**config.mk**
```make
export PLATFORM = sky130hd
export DESIGN_NAME = psfa_queue
export DESIGN_NICKNAME = d
export VERILOG_FILES = /design/src/design/periodic_sample_folding_averager_assert.svh /design/src/design/psfa_queue.sv
export SDC_FILE = /design/constraint.sdc
export NUM_CORES = 1
export LEC_CHECK = 0
export BUFFER_PORTS_ARGS = -buffer_cell sky130_fd_sc_hd__buf_2
export CAP_MARGIN = 10
export CELL_PAD_IN_SITES_DETAIL_PLACEMENT = 1
export CELL_PAD_IN_SITES_GLOBAL_PLACEMENT = 1
export CORE_UTILIZATION = 40
export DETAILED_ROUTE_END_ITERATION = 8
export GPL_ROUTABILITY_DRIVEN = 0
export GPL_TIMING_DRIVEN = 0
export PLACE_DENSITY_LB_ADDON = 0.1
export SLEW_MARGIN = 20
export SYNTH_ARGS = -nofsm -noshare
export SYNTH_HDL_FRONTEND = slang
export SYNTH_SLANG_ARGS = --single-unit
```
**constraint.sdc**
```tcl
create_clock -name clk -period 2.5 [get_ports clk]
set_input_delay 0.375 -clock clk [delete_from_list [all_inputs] [get_ports clk]]
set_output_delay 0.375 -clock clk [all_outputs]
set_load 0.005 [all_outputs]
```
**src/design/periodic_sample_folding_averager_assert.svh**
```systemverilog
// assertion macros used by psfa_back of the averager rtl
`ifndef PERIODIC_SAMPLE_FOLDING_AVERAGER_ASSERT_SVH
`define PERIODIC_SAMPLE_FOLDING_AVERAGER_ASSERT_SVH

// same-cycle implication, checked on clk, off while arst_n is low
`define PSFA_ASSERT_IMP(lbl, ante, cons, msg) \
	lbl: assert property (@(posedge clk) disable iff (!arst_n) (ante) |-> (cons)) \
		else $error(msg);

// next-cycle implication
`define PSFA_ASSERT_NXT(lbl, ante, cons, msg) \
	lbl: assert property (@(posedge clk) disable iff (!arst_n) (ante) |=> (cons)) \
		else $error(msg);

`endif

```
**src/design/psfa_queue.sv**
```systemverilog
// ----------------------------------------------------------------------------
// psfa_queue
// Two-entry queue between the front and the back.
// ----------------------------------------------------------------------------
`default_nettype none

module psfa_queue #(
	parameter int WIDTH = 8
) (
	input  wire logic             clk,
	input  wire logic             arst_n,
	input  wire logic             push,
	input  wire logic [WIDTH-1:0] push_data,
	output logic                  full,
	output logic                  head_valid,
	output logic      [WIDTH-1:0] head_data,
	input  wire logic             pop
);

	logic [WIDTH-1:0] buf_q [2];
	logic             wr_q;
	logic             rd_q;
	logic [1:0]       cnt_q;

	always_ff @(posedge clk or negedge arst_n) begin
		if (!arst_n) begin
			wr_q  <= 1'b0;
			rd_q  <= 1'b0;
			cnt_q <= '0;
		end else begin
			if (push) wr_q <= ~wr_q;
			if (pop) rd_q <= ~rd_q;
			if (push && !pop) cnt_q <= cnt_q + 2'd1;
			else if (pop && !push) cnt_q <= cnt_q - 2'd1;
		end
	end

	always_ff @(posedge clk) begin
		if (push) begin
			buf_q[wr_q] <= push_data;
		end
	end

	assign full       = cnt_q[1];
	assign head_valid = (cnt_q != 2'd0);
	assign head_data  = buf_q[rd_q];

endmodule

`default_nettype wire

```
==> run metrics <==
Diodes inserted 0; Inserted Clock Buffers 3; area grow syn2layout 21.7%; layout cells sized above 1 0.500; critical path arrival 1250 ps; Yosys cell types 12; vias in the first global route 388; Total GRT Usage 0.126; HPWL after DPL 785 um; Root Driver clkbuf_4; Initial Utilization 0.441; Final period util 0.651; Synth Cell Area 795 um2; area occupied by multi-input gates 199 um2; I/O pin count 22; CTS max path bufs 2; area of the die 2170 um2; antenna violations before repair 0; count of nets after finishing 80; latest clock arrival within the worst-skew pair 290 ps; Clock Skew 0.860 ps; post-synthesis average cell area 19.9 um2; Routed WL per cell 12.0 um; final instance area 967 um2; P_leak 0.412 nW; first-pass GRT wire length 1730 um; Hold Path Class input port to flop; Worst setup EP type output pin; sw frac 0.269; Crit Path Class flop to output pin; FF+latch area 581 um2; Iter 0 DRT Violations 0; CTS sink count 20; RSZ-0062 raised after global routing no; final-report max-slew violation count 0; Final ANT Viol Nets 0; Syn Inst Count 40; final wirelength 1100 um; Max transition margin 0.506; power per cell area 997 nW/um2; Synth Area in XOR/XNOR 0.0551; final setup fails 0; drt first pass iters 1; Worst Tran Pin Value 739 ps; Pint 0.000705 W; Die Span Y 46.6 um; sequential fraction of design power 0.509; Startpoint Class flop; routed vias 418; placed instance count 86; Post-Syn Nets 53; Worst R2R Setup Slack 1130 ps; largest net degree at the start of global routing 12; gr ovfl total 0; Final Critical Period 1630 ps; DRC violations left 0; Clk pwr share 0.156; die width 46.6 um; maximum vdd drop 0.437 mV; sequential cell area fraction in the yosys report 0.731; DP Area 931 um2; Critical Path Fanout Max 9; Comb power frac 0.335; Synth Area in Adders 0.0157; CTS tree done; Yosys reg bits 20; Final TNS setup 0 ps; post-detailed-route via-to-cell ratio 4.59; Synth Area in Simple Gates 0.0283; FMAX 0.614 GHz; clk slew on worst S/H paths 100 ps; Synth Area in Compound Gates 0; YS warnings 0; post-synthesis mux area share 0.151; number of port buffers 21; htree depth 1; Core Region 1800 um2; Switch Pwr 0.000260 W; Post-Layout Cell Count 91; MaxCap Viol Count 0; fillers 189; status finished clean; Worst EP required 2120 ps; Std-Cell Rows 15; post-CTS sizing 0; Final Core Density 0.537; Final Hold Fails 0; largest family of logic cells by synthesized area multiplexers
metrics by stage:
stage	setup WS [ps]	power (W)	hold slack (ps)
final	872	0.000965	264
after detailed placement	979	0.000829	190
after global routing	817	0.00103	244
after floorplan	1330	0.000715	79.4
after global placement	989	0.000820	188
after CTS	847	0.000982	251
power by group through the flow:
stage | logic [W] | registers (W) | clock network (W)
finish | 0.000324 | 0.000491 | 0.000150
global route | 0.000365 | 0.000497 | 0.000172
CTS | 0.000334 | 0.000490 | 0.000158
detailed placement | 0.000332 | 0.000497 | 0
global placement | 0.000325 | 0.000494 | 0
floorplan | 0.000224 | 0.000491 | 0
kinds of logic after synthesis:
kind of cell	Yosys count
mux	8
fa+ha+maj	1
simple gates	4
flops	20
xor+xnor	5
buf+inv	2
synthesized netlist by cell type, drive strengths merged:
| cell | number | area share |
|---|---|---|
| dfrtp | 4 | 0.13 |
| nor2 | 1 | 0.0047 |
| or2 | 1 | 0.0079 |
| ha | 1 | 0.016 |
| xor2 | 4 | 0.044 |
| inv | 1 | 0.0047 |
| xnor2 | 1 | 0.011 |
| edfxtp | 16 | 0.60 |
| mux2 | 8 | 0.15 |
| nor2b | 1 | 0.0079 |
| buf | 1 | 0.014 |
| and2 | 1 | 0.0079 |
registers in the layout, indices dropped and copies added (netlist names):
name,count
buf_q,16
cnt_q,2
rd_q,1
wr_q,1
cell usage in the layout (no fill, tap or decap), types with 3 or more instances in the layout:
cell type / instances
edfxtp_1: 16
buf_2: 21
dfrtp_1: 4
mux2_4: 8
clkbuf_4: 3
xor2_1: 4
what timing repair did:
| action | in CTS | in global routing |
|---|---|---|
| setup buffers | 0 | 0 |
| hold buffers | 1 | 0 |
| hold endpoints to repair | 4 | 0 |
final cells by class:
type | instances | area share
clock buffers | 4 | 0.0272
multi-input cells | 18 | 0.206
inverters | 1 | 0.00388
repair buffers | 22 | 0.119
plain buffers | 1 | 0.0116
flip-flops and latches | 20 | 0.600
well taps | 25 | 0.0323
worst max-delay path, stage by stage (launching register included):
cell and delay, ps:
dfrtp_1 390, buf_6 150, mux2_4 300, buf_2 120
layer usage:
| layer | up-vias | part of all wire | GRT usage | wire [um] |
|---|---|---|---|---|
| met1 | 202 | 0.42 | 0.136 | 464 |
| met4 | 0 | 0.026 | 0.0882 | 28 |
| li1 | 199 | - | - | - |
| met5 | - | 0 | 0 | 0 |
| met2 | 13 | 0.51 | 0.200 | 559 |
| met3 | 4 | 0.039 | 0.0471 | 43 |
path summary, 6_finish.rpt:
check / start / endpoint / cells after the start
max: rd_q$_DFFE_PN0P_ / head_data[6] / 3
max in group asynchronous: arst_n / cnt_q[0]$_DFFE_PN0P_ / 2
min: push_data[1] / buf_q[1][1]$_DFFE_PP_ / 1
min reg2reg: cnt_q[1]$_DFFE_PN0P_ / cnt_q[1]$_DFFE_PN0P_ / 1
min in group asynchronous: arst_n / rd_q$_DFFE_PN0P_ / 2
max reg2reg: wr_q$_DFFE_PN0P_ / buf_q[0][0]$_DFFE_PP_ / 1
No activity file was read; power rests on OpenSTA's default activity.
