$ cat config.mk
export PLATFORM = sky130hd
export DESIGN_NAME = psfa_front
export DESIGN_NICKNAME = d
export VERILOG_FILES = /design/src/design/periodic_sample_folding_averager_assert.svh /design/src/design/psfa_pkg.sv /design/src/design/psfa_front.sv
export SDC_FILE = /design/constraint.sdc
export NUM_CORES = 1
export LEC_CHECK = 0
export ABC_CLOCK_PERIOD_IN_PS = 4500
export BUFFER_PORTS_ARGS = -buffer_cell sky130_fd_sc_hd__buf_2
export CAP_MARGIN = 0
export CORE_ASPECT_RATIO = 0.8
export CORE_MARGIN = 10
export CORE_UTILIZATION = 41
export CTS_CLUSTER_DIAMETER = 50
export DETAILED_ROUTE_END_ITERATION = 7
export PLACE_DENSITY = 0.69
export SLEW_MARGIN = 30
export SYNTH_ARGS = -nofsm -noshare
export SYNTH_HDL_FRONTEND = slang
export SYNTH_SLANG_ARGS = --single-unit
$ cat constraint.sdc
create_clock -name clk -period 4.5 [get_ports clk]
set_input_delay 0.225 -clock clk [delete_from_list [all_inputs] [get_ports clk]]
set_output_delay 0.225 -clock clk [all_outputs]
set_load 0.05 [all_outputs]
$ cat src/design/periodic_sample_folding_averager_assert.svh
// assertion macros used by psfa_back of the averager rtl
`ifndef PERIODIC_SAMPLE_FOLDING_AVERAGER_ASSERT_SVH
`define PERIODIC_SAMPLE_FOLDING_AVERAGER_ASSERT_SVH

// same-cycle implication, checked on clk, off while arst_n is low
`define PSFA_ASSERT_IMP(lbl, ante, cons, msg) \
	lbl: assert property (@(posedge clk) disable iff (!arst_n) (ante) |-> (cons)) \
		else $error(msg);

// next-cycle implication
`define PSFA_ASSERT_NXT(lbl, ante, cons, msg) \
	lbl: assert property (@(posedge clk) disable iff (!arst_n) (ante) |=> (cons)) \
		else $error(msg);

`endif

$ cat src/design/psfa_pkg.sv
// ----------------------------------------------------------------------------
// psfa_pkg
// Types, constants and helpers of the periodic sample folding averager.
// ----------------------------------------------------------------------------
`default_nettype none

package psfa_pkg;

	localparam int SAMPLE_BITS = 16;
	localparam int COUNT_BITS  = 16;
	localparam int SUM_BITS    = 32;
	localparam int PERIOD_BITS = 11;
	localparam int INDEX_BITS  = 10;
	localparam int MAG_BITS    = 16;

	localparam logic [PERIOD_BITS-1:0] PERIOD_RESET = PERIOD_BITS'(1024);
	localparam logic [COUNT_BITS-1:0]  COUNT_FULL   = '1;

	typedef struct packed {
		logic signed [SAMPLE_BITS-1:0] sample_i;
		logic signed [SAMPLE_BITS-1:0] sample_q;
	} sample_t;

	typedef struct packed {
		logic [INDEX_BITS-1:0] bin_index;
		logic [MAG_BITS-1:0]   mean_magnitude;
		logic                  bin_saturated;
	} result_t;

	typedef struct packed {
		logic signed [SUM_BITS-1:0] sum_i;
		logic signed [SUM_BITS-1:0] sum_q;
		logic [COUNT_BITS-1:0]      count;
	} bin_t;

	typedef struct packed {
		logic clearing;
	} back_status_t;

	typedef enum logic [2:0] {
		BK_CLEAR,
		BK_IDLE,
		BK_UPD,
		BK_MULI,
		BK_MULQ,
		BK_ADD,
		BK_MAG,
		BK_OUT
	} back_state_t;

	typedef enum logic [1:0] {
		MG_IDLE,
		MG_SQRT,
		MG_DIV
	} mag_state_t;

	// clamp a one-bit-wider sum to the signed sum range
	function automatic logic signed [SUM_BITS-1:0] sat_sum(input logic signed [SUM_BITS:0] s);
		logic signed [SUM_BITS-1:0] r;
		if (s[SUM_BITS] != s[SUM_BITS-1]) begin
			r = s[SUM_BITS] ? {1'b1, {(SUM_BITS-1){1'b0}}} : {1'b0, {(SUM_BITS-1){1'b1}}};
		end else begin
			r = s[SUM_BITS-1:0];
		end
		return r;
	endfunction

endpackage

`default_nettype wire

$ cat src/design/psfa_front.sv
// ----------------------------------------------------------------------------
// psfa_front
// Takes samples, holds the period register, assigns each sample its bin.
// ----------------------------------------------------------------------------
`default_nettype none

module psfa_front
	import psfa_pkg::*;
#(
	parameter int MAX_BINS = 1024,
	parameter int PW       = $clog2(MAX_BINS)
) (
	input  wire logic                   clk,
	input  wire logic                   arst_n,
	input  wire logic                   period_we,
	input  wire logic [PERIOD_BITS-1:0] period_wdata,
	input  wire logic                   sample_valid,
	output logic                        sample_stall,
	input  wire sample_t                sample,
	input  wire back_status_t           status,
	output logic                        q_push,
	output logic [PW+$bits(sample_t)-1:0] q_data,
	input  wire logic                   q_full
);

	localparam int LW = (PW + 1 > PERIOD_BITS) ? PW + 1 : PERIOD_BITS;

	logic [PERIOD_BITS-1:0] period_q;
	logic [PW-1:0]          pos_q;
	logic [LW-1:0]          per_raw;
	logic [LW-1:0]          per_eff;
	logic [PW-1:0]          pos_use;
	logic [LW-1:0]          pos_inc;

	always_comb begin
		per_raw = LW'(period_q);
		per_eff = per_raw;
		if (per_raw == '0) per_eff = LW'(1);
		if (per_raw > LW'(MAX_BINS)) per_eff = LW'(MAX_BINS);
		pos_use = (LW'(pos_q) >= per_eff) ? '0 : pos_q;
		pos_inc = LW'(pos_use) + LW'(1);
	end

	assign sample_stall = q_full || status.clearing;
	assign q_push       = sample_valid && !sample_stall;
	assign q_data       = {pos_use, sample};

	always_ff @(posedge clk or negedge arst_n) begin
		if (!arst_n) begin
			period_q <= PERIOD_RESET;
			pos_q    <= '0;
		end else if (period_we) begin
			period_q <= period_wdata;
			pos_q    <= '0;
		end else if (q_push) begin
			pos_q <= (pos_inc >= per_eff) ? '0 : pos_inc[PW-1:0];
		end
	end

endmodule

`default_nettype wire

==> metrics.md, run 1 <==
| Metric | Value |
|---|---|
| DR vias/cell | `5.61` |
| Core area | `about 4600 µm²` |
| WL/cell | `16.6 µm` |
| IO Port Bufs | `28` |
| CP startpoint kind | `flip-flop` |
| Final Net Count | `301` |
| Area Growth Syn to Fin | `8.91%` |
| Via count | `approximately 1600` |
| All-Layer GR Usage | `11.2%` |
| Cell count along the critical path | `20` |
| Finished Layout Cells | `between 200 and 300` |
| Crit path max-delay family | `simple AND/OR/NAND/NOR gates` |
| Ys Warns | `0` |
| Post-synth top flop | `dfrtp_1` |
| LEAKAGE | `1.06 nW` |
| Cell Area, Synth | `1950 µm²` |
| Worst slew margin | `53.2%` |
| Fmax | `between 200 and 250 MHz` |
| Setup CP Type | `flip-flop to flip-flop` |
| Period utilization | `95.5%` |
| Multi-input logic area | `~1200 µm²` |
| Seq. cell area | `528 µm²` |
| Tmin final | `approximately 4.3 ns` |
| Drt total wl | `4.78 mm` |
| Clk_lat worst skew | `0.27 ns` |
| Largest fanout on the critical path | `6` |
| Boundary Pins | `93` |
| Outcome | `complete, no violations` |
| Post-synth EDFFs | `0` |
| Hold Path Stages | `3` |
| Gr ovfl total | `0` |
| Post-synthesis sequential area ratio | `27.0%` |
| Total Power | `0.000440 W` |
| Post-Synthesis Cells | `around 220` |
| Vias in the first global route | `1536` |
| Share of layout cells above drive strength 1 | `between 30% and 40%` |
| FF+latch count, synth | `21` |
| Crit. End Element | `flip-flop` |
| Remaining DRCs | `0` |
| Area after DPL | `1930 µm²` |
| First-pass GRT wire length | `7.57 mm` |
| Clock-pin slew on the worst setup and hold paths | `~0.09 ns` |
| Syn_nets | `295` |
| Die Span X | `97.1 µm` |
| TritonRoute pass-1 iters | `4` |
| Placer Congestion | `0.888` |
| Largest net degree at the start of global routing | `22` |
| 1st-iter DRT viols | `96` |
| Arrival time worst endpoint | `around 4.5 ns` |
| Critical Path, Cell by Cell | `nor4_4 > nand3_2 > o21ai_4 > nand2_2 > ha_4 > nand4_1 > o32a_2 > and3_4 > ha_4 > buf_4 > nand3_1 > nor2_1 > o21a_1 > ha_1 > and4_1 > and2_0 > a221oi_2 > buf_4 > nand3_1 > o211ai_1` |
| Max-slew violations | `0` |
| Total CTS buffers | `3` |
| R2R cell count | `20` |
| Hold Path Class | `input port to flip-flop` |
| Die Area | `about 7900 µm²` |
| Worst path required time | `4.69 ns` |
| ANT nets after route | `0` |
| Critical Path Slowest Stage Cell | `dfrtp_2` |
| Asr flop ratio synth | `100%` |
| Setup violations, final | `0` |
| Vert. Die Dim | `81.7 µm` |
| Num rows | `22` |
| Clk root buf | `clkbuf_8` |
| Antenna violations before repair | `0` |
| Clock H-tree levels | `1` |
| Max Buffers Root-to-Sink | `2` |
| Design Area, Final | `2130 µm²` |
| CTS tree | `built` |
| Worst VDD drop | `0.102 mV` |
| DP Wirelength | `3.56 mm` |
| Distinct cells, synth | `40` |
| CP Buf/Inv Count | `2` |
| Crit-path max cell delay | `0.44 ns` |
| Worst-Margin Slew | `0.699 ns` |
| Post-Route Skew | `between 0.007 and 0.008 ns` |
| Post-Syn Area per Cell | `8.71 µm²` |
| Starting Density | `42.5%` |
| # fillers | `450` |
| Final Hold Viols | `0` |
| Cells after DPL | `between 200 and 300` |
| # diodes | `0` |
| PwrDens | `between 200 and 250 nW/µm²` |
| Max_cap viols | `0` |
| CTS sink count | `21` |
sequential cells by signal (all words and copies together) (netlist names):
register and flops:
per_raw 11, pos_q 10
power breakdown:
| part | internal, W | switching [W] | total, W | leakage (nW) |
|---|---|---|---|---|
| clock | 0.0000619 | 0.0000708 | 0.000133 | 0.0255 |
| combinational | 0.0000413 | 0.0000538 | 0.0000951 | 0.764 |
| sequential | 0.000200 | 0.0000129 | 0.000213 | 0.266 |
final cells by class:
type | instances | share of cell area, %
multi-input cells | 158 | 57.5
flip-flops and latches | 21 | 24.8
repair buffers | 40 | 10.8
well taps | 60 | 3.53
clock buffers | 3 | 1.94
inverters | 6 | 1.12
clock inverters | 1 | 0.235
stage by stage:
stage / util [%] / TNS, ns / worst slack (ns) / hold WS, ns
after floorplan: - / 0 / 0.0384 / -0.0706
after detailed placement: 41.9 / -0.266 / -0.0844 / 0.230
final: 46.2 / 0 / 0.204 / 0.180
after global placement: 41.9 / -0.118 / -0.0479 / 0.213
after CTS: 43.3 / 0 / 0.0440 / 0.179
after global routing: 46.2 / -0.0800 / -0.0575 / 0.186
path summary, 6_finish.rpt:
| path | slack [ns] | endpoint | startpoint |
|---|---|---|---|
| min in group asynchronous | 0.44 | pos_q[3] | arst_n |
| worst min-delay path | 0.18 | per_raw[0] | period_wdata[0] |
| worst min register to register | 0.55 | per_raw[1] | per_raw[1] |
| worst max register to register | 0.20 | pos_q[9] | per_raw[7] |
| worst max-delay path | 0.20 | pos_q[9] | per_raw[7] |
| max in group asynchronous | 3.68 | per_raw[7] | arst_n |
cells in the final DEF, fill, tap and decap left out, drive strengths merged:
| cell type | synthesis | routed |
|---|---|---|
| buf | 36 | 39 |
| nor2 | 11 | 11 |
| a21o | 2 | 2 |
| nor3 | 1 | 1 |
| o32a | 1 | 1 |
| mux2 | 9 | 9 |
| a221oi | 1 | 1 |
| nand2b | 2 | 2 |
| a22o | 2 | 2 |
| ha | 22 | 22 |
| and4 | 4 | 4 |
| a31oi | 2 | 2 |
| or2 | 1 | 1 |
| nor3b | 1 | 1 |
| inv | 5 | 5 |
| o211ai | 3 | 3 |
| nand4 | 5 | 5 |
| o21a | 6 | 6 |
| nor4b | 1 | 1 |
| and2 | 6 | 6 |
| dlygate4sd3 | 0 | 1 |
| clkbuf | 3 | 3 |
| nand3 | 7 | 7 |
| nor4 | 2 | 2 |
| dfrtp | 20 | 20 |
| a21oi | 7 | 7 |
| dfstp | 1 | 1 |
| xor2 | 2 | 2 |
| nor2b | 4 | 4 |
| o21ai | 7 | 7 |
| and3 | 8 | 8 |
| a211oi | 1 | 1 |
| or4 | 1 | 1 |
| o2111ai | 6 | 6 |
| nand2 | 33 | 33 |
| clkinv | 1 | 2 |
what timing repair did:
action / in CTS / in global routing
hold buffers: 1 / 0
endpoints found under the hold margin: 20 / 0
resized for setup: 3 / 19
endpoints found under the setup margin: 10 / 10
pin swaps: 0 / 11
buffers inserted: 0 / 6
gates cloned: 0 / 1
tightest hold or removal path, delay by kind of cell:
kind | cells | cell delay, ns
AO/OA/AOI/OAI | 1 | 0.06
buffers and inverters | 1 | 0.08
AND/OR/NAND/NOR | 1 | 0.04
logic make-up (layout without fill, tap and decap cells):
group / after synthesis / in the layout / synth area share (%)
adder cells (fa/ha/maj): 22 / 22 / 14.1
multiplexers: 9 / 9 / 5.19
flip-flops: 21 / 21 / 27.0
XOR/XNOR: 2 / 2 / 0.898
AO/OA/AOI/OAI: 38 / 38 / 14.0
buffers and inverters: 45 / 50 / 15.1
AND/OR/NAND/NOR: 87 / 87 / 23.7
cells in the mapped netlist (3+ instances only):
cell type / count / area share, %
a21oi_1: 7 / 1.8
and2_1: 5 / 1.6
and3_1: 8 / 2.6
and4_1: 4 / 1.8
buf_2: 4 / 1.0
buf_4: 32 / 12
clkbuf_1: 3 / 0.58
dfrtp_1: 20 / 26
ha_1: 22 / 14
inv_1: 5 / 0.96
mux2_2: 9 / 5.2
nand2_1: 33 / 6.3
nand3_1: 6 / 1.5
nand4_1: 5 / 1.6
nor2_1: 10 / 1.9
nor2b_1: 4 / 1.3
o2111ai_1: 6 / 2.7
o21a_1: 6 / 2.3
o21ai_0: 7 / 1.8
per-layer routing:
layer  part of all wire, %  wire length [µm]  global-route usage (%)  up-vias
li1                      -                 -                       -      774
met1                    48              2270                    15.1      799
met2                    46              2190                    17.9       41
met3                   6.1               294                    2.85        7
met4                  0.50                24                    2.35        0
met5                     0                 0                       0        -
Note: power is estimated with default switching activity, not from simulation.
==> inputs of run 2 (changes only) <==
--- a/config.mk
+++ b/config.mk
@@ -10,10 +10,10 @@
 export CAP_MARGIN = 0
 export CORE_ASPECT_RATIO = 0.8
 export CORE_MARGIN = 10
-export CORE_UTILIZATION = 41
+export CORE_UTILIZATION = 30
 export CTS_CLUSTER_DIAMETER = 50
 export DETAILED_ROUTE_END_ITERATION = 7
-export PLACE_DENSITY = 0.69
+export PLACE_DENSITY = 0.53
 export SLEW_MARGIN = 30
 export SYNTH_ARGS = -nofsm -noshare
 export SYNTH_HDL_FRONTEND = slang
==> metrics.md, run 2 (synthesis results as in run 1) <==
| Metric | Value |
|---|---|
| Outcome | `complete, no violations` |
| CP startpoint kind | `flip-flop` |
| Post-Route Skew | `0.00495 ns (-0.00302 ns)` |
| Die Area | `10200 µm² (+28%)` |
| Num rows | `26 (+18%)` |
| Die Span X | `110 µm (+13%)` |
| Total CTS buffers | `3 (unchanged)` |
| Hold Path Class | `input port to flip-flop` |
| Max Buffers Root-to-Sink | `2 (unchanged)` |
| Commonest non-fill, non-tap cell in the layout | `nand2_1` |
| Boundary Pins | `93 (unchanged)` |
| Share of layout cells above drive strength 1 | `35.8% (+1.8 points)` |
| DP Wirelength | `3.70 mm (+4.1%)` |
| Final Hold Viols | `0 (unchanged)` |
| Max-slew violations | `0 (unchanged)` |
| Period utilization | `94.0% (-1.4 points)` |
| LEAKAGE | `1.05 nW (-0.68%)` |
| TritonRoute pass-1 iters | `4 (unchanged)` |
| First-pass GRT wire length | `8.02 mm (+6.0%)` |
| Setup violations, final | `0 (unchanged)` |
| CTS sink count | `21 (unchanged)` |
| Final Net Count | `298 (-1.0%)` |
| Gr ovfl total | `0 (unchanged)` |
| PwrDens | `204 nW/µm² (-1.5%)` |
| Placer Congestion | `0.789 (-11%)` |
| ANT nets after route | `0 (unchanged)` |
| Most frequent cells in the layout | `nand2_1 (30), buf_2 (28), dfrtp_1 (20)` |
| Clock-pin slew on the worst setup and hold paths | `0.09 ns (about the same)` |
| Max reg flops | `11 (unchanged)` |
| Worst VDD drop | `0.0976 mV (-4.1%)` |
| Worst Hold Endpoint | `per_raw[10]` |
| Via count | `1551 (-4.3%)` |
| Starting Density | `30.8% (-12 points)` |
| Clk_lat worst skew | `0.27 ns (about the same)` |
| Drt total wl | `4.81 mm (+0.54%)` |
| Vert. Die Dim | `92.1 µm (+13%)` |
| Tmin final | `4.23 ns (-0.0642 ns)` |
| Critical R2R Launch | `per_raw[7]` |
| Clk root buf | `clkbuf_8` |
| Vias in the first global route | `1633 (+6.3%)` |
| Setup CP Type | `flip-flop to flip-flop` |
| Total Neg Setup Slack | `0 ns (unchanged)` |
| Worst-Margin Slew | `0.650 ns (-0.0482 ns)` |
| FF-to-FF End | `pos_q[9]` |
| Remaining DRCs | `0 (unchanged)` |
| DR vias/cell | `5.00 (-11%)` |
| Largest fanout on the critical path | `6 (unchanged)` |
| Worst hold start | `period_wdata[10]` |
| # diodes | `0 (unchanged)` |
| Antenna violations before repair | `0 (unchanged)` |
| CTS tree | `built` |
| Fmax | `236 MHz (+1.5%)` |
| Total Power | `0.000446 W (+1.2%)` |
| 1st-iter DRT viols | `79 (-18%)` |
| Clock H-tree levels | `1 (unchanged)` |
| Worst path required time | `4.69 ns (about the same)` |
| Worst slew margin | `56.5% (+3.2 points)` |
| WL/cell | `15.5 µm (-6.3%)` |
| Largest net degree at the start of global routing | `22 (unchanged)` |
| IO Port Bufs | `28 (unchanged)` |
| Area Growth Syn to Fin | `11.9%` |
| Hold Path Stages | `3 (unchanged)` |
| R2r setup slk | `0.27 ns (+0.06 ns)` |
| Crit. End Element | `flip-flop` |
| R2R cell count | `18 (-10%)` |
| Core area | `6340 µm² (+38%)` |
| All-Layer GR Usage | `9.79% (-1.4 points)` |
| Arrival time worst endpoint | `4.42 ns (-0.07 ns)` |
| Max_cap viols | `0 (unchanged)` |
[run 2: changes by cell type in the layout (fill, tap and decap cells not counted), moves of 2 or more]
cell	before	now
ha_4	3	5
a21oi_1	6	4
buf_4	10	7
ha_1	19	17
a21oi_2	1	3
[run 2: layer usage]
metal  up-vias  GRT usage, %  part of all wire [%]
met5         -             0                     0
li1        773             -                     -
met3         6          3.08                   5.8
met4         0          1.92                  0.67
met1       733          13.3                    50
met2        39          14.8                    43
[run 2: worst max-delay path: stages (launching register included)]
cell and delay, ns:
dfrtp_1 0.41, nor4_2 0.28, nand3_1 0.16, o21ai_2 0.24, nand2_2 0.08, ha_1 0.27
nand4_1 0.16, o32a_4 0.45, and3_4 0.20, ha_4 0.17, buf_4 0.14, xor2_1 0.16
ha_1 0.29, a21oi_1 0.12, o21ai_0 0.21, a221oi_4 0.41, buf_6 0.17, nand3_1 0.07
o211ai_1 0.15
[run 2: layout make-up]
class / count / area [µm²]
Fill cell: 674 / 4160
Multi-Input combinational cell: 158 / 1270
Sequential cell: 21 / 527
Timing Repair Buffer: 37 / 214
Tap cell: 84 / 105
Clock buffer: 3 / 41.3
Inverter: 6 / 23.8
Clock inverter: 1 / 5.00
[run 2: what timing repair did]
action	4_1_cts	5_1_grt
setup endpoints to repair	8	10
hold buffers	1	0
gates resized for setup	1	28
pin swaps	0	10
buffers inserted	0	3
hold endpoints to repair	20	0
gates cloned	0	1
[run 2: power breakdown]
group | switching [W] | leakage (nW) | internal (W)
sequential | 0.0000104 | 0.267 | 0.000200
combinational | 0.0000568 | 0.756 | 0.0000433
clock | 0.0000735 | 0.0255 | 0.0000620
[run 2: worst max path at each step]
| stage | start | endpoint | slack (ns) | depth (start not counted) |
|---|---|---|---|---|
| 6_report | per_raw[7] | pos_q[9] | 0.27 | 18 |
| 5_1_grt | per_raw[7] | pos_q[9] | -0.02 | 19 |
| 4_1_cts | per_raw[4] | pos_q[9] | 0.03 | 21 |
| 3_5_place_dp | per_raw[4] | pos_q[9] | 0.009 | 21 |
| 3_3_place_gp | per_raw[5] | pos_q[9] | -0.07 | 20 |
| 2_1_floorplan | per_raw[4] | pos_q[2] | 0.04 | 21 |
[run 2: stage by stage]
step / std cells / setup slack (ns) / area [µm²] / utilization [%] / hold WS, ns
2_1_floorplan: 224 / 0.0384 / 1950 / - / -0.0706
3_3_place_gp: 301 / -0.0750 / 1960 / 30.8 / 0.225
3_5_place_dp: 301 / 0.00854 / 1960 / 30.8 / 0.236
4_1_cts: 306 / 0.0348 / 2010 / 31.7 / 0.162
5_1_grt: 310 / -0.0231 / 2180 / 34.4 / 0.169
6_report: 310 / 0.268 / 2180 / 34.4 / 0.161
